File: src/hdl/psrlf_pkg.sv
// Package for the per-source rate-limited forwarder.
// Holds field widths, register map, reset values and the controller/datapath
// command and status structs. No dependencies.
package psrlf_pkg;

    // Default number of source-address table entries
    localparam int TABLE_DEPTH_DEF = 16;

    // Item field widths
    localparam int ADDR_W = 48;
    localparam int STR_W  = 8;
    localparam int TIME_W = 32;
    localparam int DATA_W = ADDR_W + STR_W + TIME_W;

    // Request kinds carried in s_tuser
    localparam logic REQ_REPORT = 1'b0;
    localparam logic REQ_CLEAR  = 1'b1;

    // Configuration port
    localparam int                  APB_ADDR_W           = 2;
    localparam int                  APB_DATA_W           = 32;
    localparam logic [APB_ADDR_W-1:0] REG_MIN_INTERVAL_ADDR = 2'b00;
    localparam logic [TIME_W-1:0]   MIN_INTERVAL_RST     = 32'd1000;

    // Controller to datapath commands
    typedef struct packed {
        logic latch;      // capture the accepted input item
        logic clr_flags;  // mark every last-sent time as zero
        logic idx_clr;    // restart the table scan
        logic idx_inc;    // step the scan to the next entry
        logic rd_en;      // read the table at the scan index
        logic save_hit;   // take the matched entry as the slot
        logic append;     // append the address as a new entry
        logic fwd;        // update last-sent time and load the output
    } cmd_t;

    // Datapath to controller status
    typedef struct packed {
        logic req_clear;  // offered input item is a clear request
        logic used_zero;  // table holds no entries
        logic table_full; // table holds TABLE_DEPTH entries
        logic match;      // entry read back holds the item's address
        logic last_idx;   // scan index is the last used entry
        logic pass;       // interval since last forward is long enough
        logic out_busy;   // output register holds an item not taken now
    } status_t;

endpackage

File: src/hdl/psrlf_ctrl.sv
// Controller state machine for the per-source rate-limited forwarder.
// Sequences accept, table scan, append and forward decision.
// Depends on psrlf_pkg.
module psrlf_ctrl
    import psrlf_pkg::*;
(
    input  logic    aclk,
    input  logic    aresetn,
    input  logic    s_tvalid,
    output logic    s_tready,
    input  status_t status,
    output cmd_t    cmd
);

    typedef enum logic [2:0] {
        ST_IDLE,
        ST_READ,
        ST_COMP,
        ST_MISS,
        ST_DECIDE
    } state_t;

    state_t state_reg, state_next;
    logic   tready_reg;
    logic   accept;

    assign accept   = s_tvalid && tready_reg;
    assign s_tready = tready_reg;

    // Next state and commands
    always_comb begin
        state_next = state_reg;
        cmd        = '0;
        case (state_reg)
            ST_IDLE: begin
                if (accept) begin
                    cmd.latch = 1'b1;
                    if (status.req_clear) begin
                        cmd.clr_flags = 1'b1;
                    end else if (status.used_zero) begin
                        state_next = ST_MISS;
                    end else begin
                        cmd.idx_clr = 1'b1;
                        state_next  = ST_READ;
                    end
                end
            end
            ST_READ: begin
                cmd.rd_en  = 1'b1;
                state_next = ST_COMP;
            end
            ST_COMP: begin
                if (status.match) begin
                    cmd.save_hit = 1'b1;
                    state_next   = ST_DECIDE;
                end else if (status.last_idx) begin
                    state_next = ST_MISS;
                end else begin
                    cmd.idx_inc = 1'b1;
                    state_next  = ST_READ;
                end
            end
            ST_MISS: begin
                // drop the report when no entry is left
                if (status.table_full) begin
                    state_next = ST_IDLE;
                end else begin
                    cmd.append = 1'b1;
                    state_next = ST_DECIDE;
                end
            end
            ST_DECIDE: begin
                if (!status.pass) begin
                    state_next = ST_IDLE;
                end else if (!status.out_busy) begin
                    cmd.fwd    = 1'b1;
                    state_next = ST_IDLE;
                end
            end
            default: begin
                state_next = ST_IDLE;
            end
        endcase
    end

    // Hold state and the registered ready
    always_ff @(posedge aclk) begin
        if (!aresetn) begin
            state_reg  <= ST_IDLE;
            tready_reg <= 1'b1;
        end else begin
            state_reg  <= state_next;
            tready_reg <= (state_next == ST_IDLE);
        end
    end

endmodule

File: src/hdl/psrlf_datapath.sv
// Datapath for the per-source rate-limited forwarder: item registers, address
// and last-sent memories, scan counter, fill count and output register.
// Depends on psrlf_pkg.
module psrlf_datapath
    import psrlf_pkg::*;
#(
    parameter int TABLE_DEPTH = TABLE_DEPTH_DEF
) (
    input  logic              aclk,
    input  logic              aresetn,
    input  logic [DATA_W-1:0] s_tdata,
    input  logic              s_tuser,
    output logic              m_tvalid,
    input  logic              m_tready,
    output logic [DATA_W-1:0] m_tdata,
    input  logic [TIME_W-1:0] min_interval,
    input  cmd_t              cmd,
    output status_t           status
);

    localparam int IDX_W = (TABLE_DEPTH > 1) ? $clog2(TABLE_DEPTH) : 1;
    localparam int CNT_W = $clog2(TABLE_DEPTH + 1);

    // Latched input item
    logic [ADDR_W-1:0]       addr_reg;
    logic signed [STR_W-1:0] str_reg;
    logic [TIME_W-1:0]       now_reg;

    // Table memories and last-sent valid flags
    logic [ADDR_W-1:0]      addr_mem [TABLE_DEPTH];
    logic [TIME_W-1:0]      time_mem [TABLE_DEPTH];
    logic [TABLE_DEPTH-1:0] flags_reg, flags_next;
    logic [ADDR_W-1:0]      addr_rd_reg;
    logic [TIME_W-1:0]      time_rd_reg;
    logic                   flag_rd_reg;

    // Scan and slot control
    logic [IDX_W-1:0]  idx_reg, idx_next;
    logic [CNT_W-1:0]  used_reg, used_next;
    logic [IDX_W-1:0]  used_idx;
    logic [IDX_W-1:0]  slot_reg;
    logic [TIME_W-1:0] last_reg;
    logic [TIME_W-1:0] elapsed;

    // Output register
    logic                    out_valid_reg, out_valid_next;
    logic [ADDR_W-1:0]       out_addr_reg;
    logic signed [STR_W-1:0] out_str_reg;
    logic [TIME_W-1:0]       out_time_reg;

    assign used_idx = used_reg[IDX_W-1:0];
    assign elapsed  = now_reg - last_reg;

    // Status back to the controller
    assign status.req_clear  = (s_tuser == REQ_CLEAR);
    assign status.used_zero  = (used_reg == '0);
    assign status.table_full = (used_reg == CNT_W'(TABLE_DEPTH));
    assign status.match      = (addr_rd_reg == addr_reg);
    assign status.last_idx   = ((CNT_W'(idx_reg) + CNT_W'(1)) == used_reg);
    assign status.pass       = (elapsed >= min_interval);
    assign status.out_busy   = out_valid_reg && !m_tready;

    // Next values of control registers
    always_comb begin
        idx_next       = idx_reg;
        used_next      = used_reg;
        flags_next     = flags_reg;
        out_valid_next = out_valid_reg;
        if (cmd.idx_clr) begin
            idx_next = '0;
        end else if (cmd.idx_inc) begin
            idx_next = idx_reg + IDX_W'(1);
        end
        if (cmd.clr_flags) begin
            flags_next = '0;
        end
        if (cmd.append) begin
            used_next            = used_reg + CNT_W'(1);
            flags_next[used_idx] = 1'b0;
        end
        if (cmd.fwd) begin
            flags_next[slot_reg] = 1'b1;
        end
        if (m_tready) begin
            out_valid_next = 1'b0;
        end
        if (cmd.fwd) begin
            out_valid_next = 1'b1;
        end
    end

    // Hold control registers
    always_ff @(posedge aclk) begin
        if (!aresetn) begin
            idx_reg       <= '0;
            used_reg      <= '0;
            flags_reg     <= '0;
            out_valid_reg <= 1'b0;
        end else begin
            idx_reg       <= idx_next;
            used_reg      <= used_next;
            flags_reg     <= flags_next;
            out_valid_reg <= out_valid_next;
        end
    end

    // Capture the input item, the chosen slot and its last-sent time
    always_ff @(posedge aclk) begin
        if (cmd.latch) begin
            addr_reg <= s_tdata[ADDR_W-1:0];
            str_reg  <= s_tdata[ADDR_W +: STR_W];
            now_reg  <= s_tdata[ADDR_W+STR_W +: TIME_W];
        end
        if (cmd.save_hit) begin
            slot_reg <= idx_reg;
            last_reg <= flag_rd_reg ? time_rd_reg : '0;
        end else if (cmd.append) begin
            slot_reg <= used_idx;
            last_reg <= '0;
        end
    end

    // Address memory: append writes, scan reads
    always_ff @(posedge aclk) begin
        if (cmd.append) begin
            addr_mem[used_idx] <= addr_reg;
        end
        if (cmd.rd_en) begin
            addr_rd_reg <= addr_mem[idx_reg];
        end
    end

    // Last-sent memory: forward writes, scan reads
    always_ff @(posedge aclk) begin
        if (cmd.fwd) begin
            time_mem[slot_reg] <= now_reg;
        end
        if (cmd.rd_en) begin
            time_rd_reg <= time_mem[idx_reg];
            flag_rd_reg <= flags_reg[idx_reg];
        end
    end

    // Load the output register on forward
    always_ff @(posedge aclk) begin
        if (cmd.fwd) begin
            out_addr_reg <= addr_reg;
            out_str_reg  <= str_reg;
            out_time_reg <= now_reg;
        end
    end

    assign m_tvalid = out_valid_reg;
    assign m_tdata  = {out_time_reg, out_str_reg, out_addr_reg};

endmodule

File: src/hdl/per_source_rate_limited_forwarder.sv
// Top level of the per-source rate-limited forwarder: configuration register
// port, controller and datapath. Depends on psrlf_pkg, psrlf_ctrl and
// psrlf_datapath.
//
//  Port group  Direction  Fields (lowest bit first)
//  s_*         in         tuser: req_type; tdata: source_addr, signal_strength, now_ms
//  m_*         out        tdata: fwd_addr, fwd_strength, fwd_time
//  p*          config     min_interval_ms at byte address 0
//
// One item at a time. A clear request is handled in the idle state. A report scans the
// table from entry 0 until its address matches; an unknown address is appended, or the
// report is dropped when the table is full; each table entry costs one memory read and
// one compare.
// Reset is synchronous on aresetn low and empties the table.
// A forward waits while the output register still holds an untaken item;
// the output register frees s_tready once the previous result is waiting.
module per_source_rate_limited_forwarder
    import psrlf_pkg::*;
#(
    parameter int TABLE_DEPTH = TABLE_DEPTH_DEF
) (
    input  logic                  aclk,
    input  logic                  aresetn,
    // input channel
    input  logic                  s_tvalid,
    output logic                  s_tready,
    input  logic [DATA_W-1:0]     s_tdata,  // [47:0] source_addr, [55:48] signal_strength,
                                            // [87:56] now_ms
    input  logic                  s_tuser,  // [0] req_type
    // result channel
    output logic                  m_tvalid,
    input  logic                  m_tready,
    output logic [DATA_W-1:0]     m_tdata,  // [47:0] fwd_addr, [55:48] fwd_strength,
                                            // [87:56] fwd_time
    // configuration port
    input  logic                  psel,
    input  logic                  penable,
    input  logic                  pwrite,
    input  logic [APB_ADDR_W-1:0] paddr,
    input  logic [APB_DATA_W-1:0] pwdata,
    output logic [APB_DATA_W-1:0] prdata,
    output logic                  pready
);

    logic [TIME_W-1:0] min_interval_reg;
    logic              cfg_write;
    cmd_t              cmd;
    status_t           status;

    assign pready    = 1'b1;
    assign cfg_write = psel && penable && pwrite && pready;

    // Hold the interval register
    always_ff @(posedge aclk) begin
        if (!aresetn) begin
            min_interval_reg <= MIN_INTERVAL_RST;
        end else if (cfg_write && (paddr == REG_MIN_INTERVAL_ADDR)) begin
            min_interval_reg <= pwdata[TIME_W-1:0];
        end
    end

    // Read back
    assign prdata = (paddr == REG_MIN_INTERVAL_ADDR) ? APB_DATA_W'(min_interval_reg) : '0;

    psrlf_ctrl u_ctrl (
        .aclk     (aclk),
        .aresetn  (aresetn),
        .s_tvalid (s_tvalid),
        .s_tready (s_tready),
        .status   (status),
        .cmd      (cmd)
    );

    psrlf_datapath #(
        .TABLE_DEPTH (TABLE_DEPTH)
    ) u_datapath (
        .aclk         (aclk),
        .aresetn      (aresetn),
        .s_tdata      (s_tdata),
        .s_tuser      (s_tuser),
        .m_tvalid     (m_tvalid),
        .m_tready     (m_tready),
        .m_tdata      (m_tdata),
        .min_interval (min_interval_reg),
        .cmd          (cmd),
        .status       (status)
    );

endmodule

File: config.mk
export PLATFORM = sky130hd
export DESIGN_NAME = per_source_rate_limited_forwarder
export DESIGN_NICKNAME = d
export VERILOG_FILES = /design/src/hdl/psrlf_pkg.sv /design/src/hdl/psrlf_ctrl.sv /design/src/hdl/psrlf_datapath.sv /design/src/hdl/per_source_rate_limited_forwarder.sv
export SDC_FILE = /design/constraint.sdc
export NUM_CORES = 2
export LEC_CHECK = 0
export ABC_CLOCK_PERIOD_IN_PS = 11220
export BUFFER_PORTS_ARGS = -buffer_cell sky130_fd_sc_hd__buf_2
export CAP_MARGIN = 10
export CORE_ASPECT_RATIO = 1.25
export CORE_MARGIN = 5
export CORE_UTILIZATION = 55
export DETAILED_ROUTE_END_ITERATION = 7
export PLACE_DENSITY = 0.7
export SLEW_MARGIN = 20
export SYNTH_ARGS = -nofsm -noshare
export SYNTH_HDL_FRONTEND = slang
export SYNTH_SLANG_ARGS = --single-unit
export TNS_END_PERCENT = 30
File: constraint.sdc
create_clock -name aclk -period 11.22 [get_ports aclk]
set_input_delay 0.561 -clock aclk [delete_from_list [all_inputs] [get_ports aclk]]
set_output_delay 0.561 -clock aclk [all_outputs]
set_load 0.005 [all_outputs]
## After elaboration in Yosys (flattened, before gate mapping)

Memories as Yosys holds them, arrays and structs flattened. A register that Yosys moved wholly into a read port is not among the register bits.
Cells that the tools add are included.

| word-level totals | value |
|---|---|
| flip-flop bits (word level) | 275 |
| bits in writable memories | 1280 |
| input port bits | 130 |
| logic and storage cells | 100 |
| memories | 2 |

Memory list:

| memory | words | width | rd ports | clocked after memory_dff | write ports | RTL line | source |
|---|---|---|---|---|---|---|---|
| u_datapath.addr_mem | 16 | 48 | 1 | 1 | 1 | psrlf_datapath.sv:30 | `logic [ADDR_W-1:0] addr_mem [TABLE_DEPTH];` |
| u_datapath.time_mem | 16 | 32 | 1 | 1 | 1 | psrlf_datapath.sv:31 | `logic [TIME_W-1:0] time_mem [TABLE_DEPTH];` |

| cells by class | value |
|---|---|
| add/sub/neg operators | 4 |
| order comparisons | 6 |
| eq/ne operators | 7 |
| multiplexer cells | 46 |
| bitwise logic cells | 4 |
| reduce and logical (&&, ||, !) cells | 15 |

Operators with widths:

| kind | count |
|---|---|
| 32-bit 2-to-1 mux | 4 |
| 48-bit equality test | 1 |
| 16-bit 2-to-1 mux | 3 |
| 32-bit greater-or-equal comparator | 1 |
| 32-bit subtractor | 1 |
| 3-bit 2-to-1 mux | 8 |
| 1-bit 2-to-1 mux | 23 |
| 16-bit AND | 1 |
| 16-bit NOT | 1 |
| 16-bit bitwise OR | 1 |
| 4-bit by 5-bit < comparator with 1-bit output, second input constant | 3 |
| 3-bit one-hot mux with 5 select lines | 1 |
| 1-bit demux with 4-bit select | 2 |
| 4-bit by 1-bit greater-or-equal comparator with 1-bit output, second input constant | 2 |
| 4-bit 2-to-1 mux | 2 |
| 1-bit logical AND | 7 |
| 3-bit by 2-bit equality test with 1-bit output, second input constant | 2 |
| 3-bit logical NOT | 2 |
| 4-bit by 1-bit adder with 5-bit output, second input constant | 1 |
| 5-bit by 1-bit adder with 5-bit output, second input constant | 1 |
| 5-bit equality test | 1 |
| 5-bit equality test, second input constant | 1 |
| 5-bit logical NOT | 1 |
| 4-bit by 1-bit adder with 4-bit output, second input constant | 1 |
| 9 further kinds | 11 |

## Depth between registers and ports, before layout

| depth | value |
|---|---|
| depth after elaboration | 10 |
| depth in mapped cells | 22 |
| depth with buffers taken out | 20 |

## Cells and area by module

Synthesis repeated with hierarchy kept, for this count alone.

| second synthesis, totals | value |
|---|---|
| cells, all modules | 2950 |
| area total of the unflattened synthesis | 63409.6 µm² |

By module, submodules not included:

| module | times used | cells an instance | area an instance (µm²) | seq. area each (µm²) |
|---|---|---|---|---|
| psrlf_datapath | 1 | 2741 | 61586.6 | 47755.8 |
| per_source_rate_limited_forwarder | 1 | 179 | 1566.5 | 640.6 |
| psrlf_ctrl | 1 | 30 | 256.5 | 80.1 |

## Worst setup path before layout

Ideal clock, no wire load.

| timing | value |
|---|---|
| kind | reg2reg |
| start | register u_datapath.now_reg[0] |
| end | memory u_datapath.time_mem[0][0] (enable) |
| arrival time | 6.790 ns |
| required time | 10.719 ns |
| setup slack | 3.929 ns |
| stages on the path, launching flop included | 22 |
| clock period less this slack | 7.291 ns |
| cell sequence | edfxtp_1 inv_1 ha_1 inv_1 fa_1 a211oi_1 o21a_1 o32ai_4 o2bb2ai_2 o21ai_0 nor2b_1 xnor2_1 ha_1 nand4_1 nor2_1 o221a_4 nand3_2 o211ai_2 a21oi_4 or2_1 buf_6 nor4_1 |

| on the way | value |
|---|---|
| cells in the longest elaborated chain, start to end | 6 |

RTL lines:

| element | RTL line | source |
|---|---|---|
| start, declared | psrlf_datapath.sv:27 | `logic [TIME_W-1:0] now_reg;` |
| start signal, assigned | psrlf_datapath.sv:112 | `now_reg <= s_tdata[ADDR_W+STR_W +: TIME_W];` |
| 32-bit subtractor | psrlf_datapath.sv:52 | `assign elapsed = now_reg - last_reg;` |
| 32-bit greater-or-equal comparator | psrlf_datapath.sv:60 | `assign status.pass = (elapsed >= min_interval);` |
| 1-bit 2-to-1 mux | psrlf_ctrl.sv:73 | `if (!status.pass) begin` |
| 1-bit 2-to-1 mux | psrlf_ctrl.sv:34 | `case (state_reg)` |
| 1-bit 2-to-1 mux | psrlf_datapath.sv:135 | `if (cmd.fwd) begin` |
| 1-bit 2-to-1 mux (not written as such) | psrlf_datapath.sv:136 | `time_mem[slot_reg] <= now_reg;` |
| end, declared | psrlf_datapath.sv:31 |  |

No other way between the ends.

## Final worst setup path

| timing | value |
|---|---|
| start | register u_datapath.now_reg[0] |
| end | memory u_datapath.time_mem[2][23] (enable) |

The elaborated chain is that of the path after synthesis.

==> results.md <==
* Worst Path Class, Setup: reg -> reg
* Area Growth Syn to Fin at 14.6%
* Final Core Density at 63.2%
* Syn Area/Cell at 21.8 um^2
* Final Cycle Share at 58.6%
* Layout cells sized above 1 at 29.0%
* CP required at 11,620 ps
* Setup violators final at 0
* CP Launch Type: flip-flop
* Synthesis-stage register bit count at 1,635
* Main flop type after synthesis: edfxtp_1
* CTS root buffer: clkbuf_16
* Clk_skew at 26.5 ps
* ANT nets after route at 0
* Initial antenna violation count at 1
* CTS Buf Count at 153
* Max FFs per register at 768
* CTS tree: yes
* DR vias at 30,300
* Initial detailed-routing violation count at 3,307
* Pleak at 23.3 nW
* Drt pass-1 iters at 6
* Port bufs at 251
* Skew-Pair Late Insertion Delay at 770 ps
* Post-Syn Area at 63,200 um^2
* Largest register by flop count: u_datapath.addr_mem
* Fmax at 0.152 GHz
* Worst reg-to-reg path cell count at 20
* Top Registers: u_datapath.addr_mem: 768 flops, u_datapath.time_mem: 512 flops
* Warnings from Yosys at 0
* Diode count at 0
* WL per Instance at 28.3 um
* Seq/Total Area, Yosys at 76.7%
* Final worst setup slack at 4650 ps
* Die ar. at 122,000 um^2
* Setup TNS at 0 ps
* Die Wd at 313 um
* Non-filler cells, final at 4,950
* PD cells at 179 nW/um^2
* Total power draw at 13.0 mW
* Max-slew violation count at 0
* GRT Residual Overflow at 0
* Post-layout net count at 3,548
* Outcome: finished, final reports clean
* Post-CTS sizing at 0
* Filler Cell Count at 7,588
* Detailed-route DRC error count at 0
* Routability cong. at 0.849
* GRT Overall Usage at 23.0%
* Post-synth EDFFs at 1,573
* Class of the worst hold path: in -> reg
* Final Hold Violating Endpoints at 0
* Setup bufs post-CTS at 0
* Worst-margin pin slew at 1100 ps
* Core Rows at 139
* Dpl cell area at 66,400 um^2
* First-pass GRT wire length at 207,000 um
* Max-cap violations at 0
* CTS clock-pin slew for the worst setup and hold paths at 60 ps
* H-tree depth at 4
* Unrepaired setup endpoints after global routing: no
* Vias per std cell at 6.12
* Placed insts at 4,580
* Vias in the first global route at 32,000
* Fraction of registers with async set or reset after synthesis at 0%
* Max VDD drop at 0.154 mV
* Post-route minimum period at 6570 ps
* Post-synth cell types at 74
* Synth Instances at 2,899
* Final HPWL DP at 75,400 um
* CP max FO at 23
* Hold depth at 1
* WP data arrival at 6970 ps
* Core area at 114,000 um^2
* Number of primary I/O pins at 253
* Count of clock tree sinks at 1,635
* Max_slew headroom at 26.8%
* Initial Util at 55.2%
* Worst setup EP type: flip-flop
* Die height at 389 um
* Final Cell Area at 72,400 um^2
* Hold slack at 46.5 ps
* DP Worst Slack at 4660 ps
* Syn nets at 3,098
* Largest net degree at the start of global routing at 151
* Clk buf depth at 3
* Drt total wl at 140,000 um
==> cell type report <==
type | count | area, um^2 | area share, %
Timing Repair Buffer | 416 | 2760 | 3.81
Clock inverter | 96 | 1030 | 1.42
Sequential cell | 1635 | 48500 | 67.0
Clock buffer | 180 | 3990 | 5.52
Inverter | 85 | 324 | 0.448
Tap cell | 1480 | 1850 | 2.56
Multi-Input combinational cell | 1058 | 13900 | 19.2
==> cells in the mapped netlist (all sizes together) (7+ instances only) <==
master   count  area [um^2]
nor3        53          290
clkbuf      61          229
o21ai       15         78.8
dfxtp       62         1240
mux4       405         9120
ha          68          851
inv         85          319
o211ai       8         65.1
buf         60          349
a21o        28          210
xor2        57          499
xnor2       27          236
nand3       13         70.1
a21oi       38          216
nand2       97          364
and2        47          297
nor4        18          113
edfxtp    1573        47200
nor2        33          124
o21a         7         52.6
nand2b      11         68.8
nand4       14         87.6
o2bb2ai     11          103
a21boi      27          203
nor2b        7         43.8
==> routing by layer <==
metal | wire (um) | vias to the layer above | GRT usage (%)
met4 | 3580 | 0 | 6.75
met2 | 73400 | 1278 | 40.3
li1 | - | 12900 | -
met3 | 9450 | 217 | 3.86
met1 | 53400 | 15900 | 30.2
met5 | 0 | - | 0
==> critical path, cell delays in order (launching register included) <==
cell and delay (ps):
edfxtp_1 620, inv_1 140, ha_1 190, inv_1 60, fa_1 420, a211oi_1 320
o21a_1 270, o32ai_4 150, a2bb2oi_1 280, o21ai_0 200, xor2_1 190, ha_1 320
nand4_1 130, nor2_1 170, o221a_4 200, nand3_2 70, o211ai_2 230, a21oi_4 140
or2_1 610, nor3_2 910, buf_4 530
==> report_power, final <==
| part | switching (mW) | internal, mW |
|---|---|---|
| clock | 2.18 | 3.03 |
| combinational | 0.367 | 0.355 |
| sequential | 0.162 | 6.86 |
| total | 2.71 | 10.2 |
==> layout by cell type (no fill, tap or decap), types with 11 or more instances in the layout <==
cell type / n
edfxtp_1: 1573
mux4_2: 405
buf_2: 251
clkbuf_16: 156
nand2_1: 96
dlygate4sd3_1: 93
inv_1: 78
ha_1: 68
buf_4: 68
dfxtp_1: 58
xor2_1: 57
and2_1: 39
nor3_1: 39
clkinv_1: 39
a21oi_1: 33
nor2_1: 32
a21o_1: 28
xnor2_1: 27
a21boi_0: 26
clkbuf_1: 24
clkinv_2: 21
bufinv_16: 21
nand4_1: 14
nor4_1: 14
nand3_1: 12
nand2b_1: 11
nor3_2: 11
==> cell families after synthesis <==
group	synth area share, %
flip-flops	76.7
multiplexers	14.5
AND/OR/NAND/NOR	2.57
buffers and inverters	1.42
AO/OA/AOI/OAI	2.17
XOR/XNOR	1.16
adder cells (fa/ha/maj)	1.38
other	0.00594
==> path summary, 6_finish.rpt <==
kind,start,end,slack (ps)
max,u_datapath.now_reg[0],u_datapath.time_mem[2][23],4650
min,s_tdata[74],u_datapath.now_reg[18],50
max reg2reg,u_datapath.now_reg[0],u_datapath.time_mem[2][23],4650
min reg2reg,u_datapath.str_reg[3],u_datapath.out_str_reg[3],420
==> what timing repair did <==
action	CTS	global route
hold buffers	93	0
endpoints found under the hold margin	93	0
endpoints found under the setup margin	0	0
(Power assumes the default switching activity.)
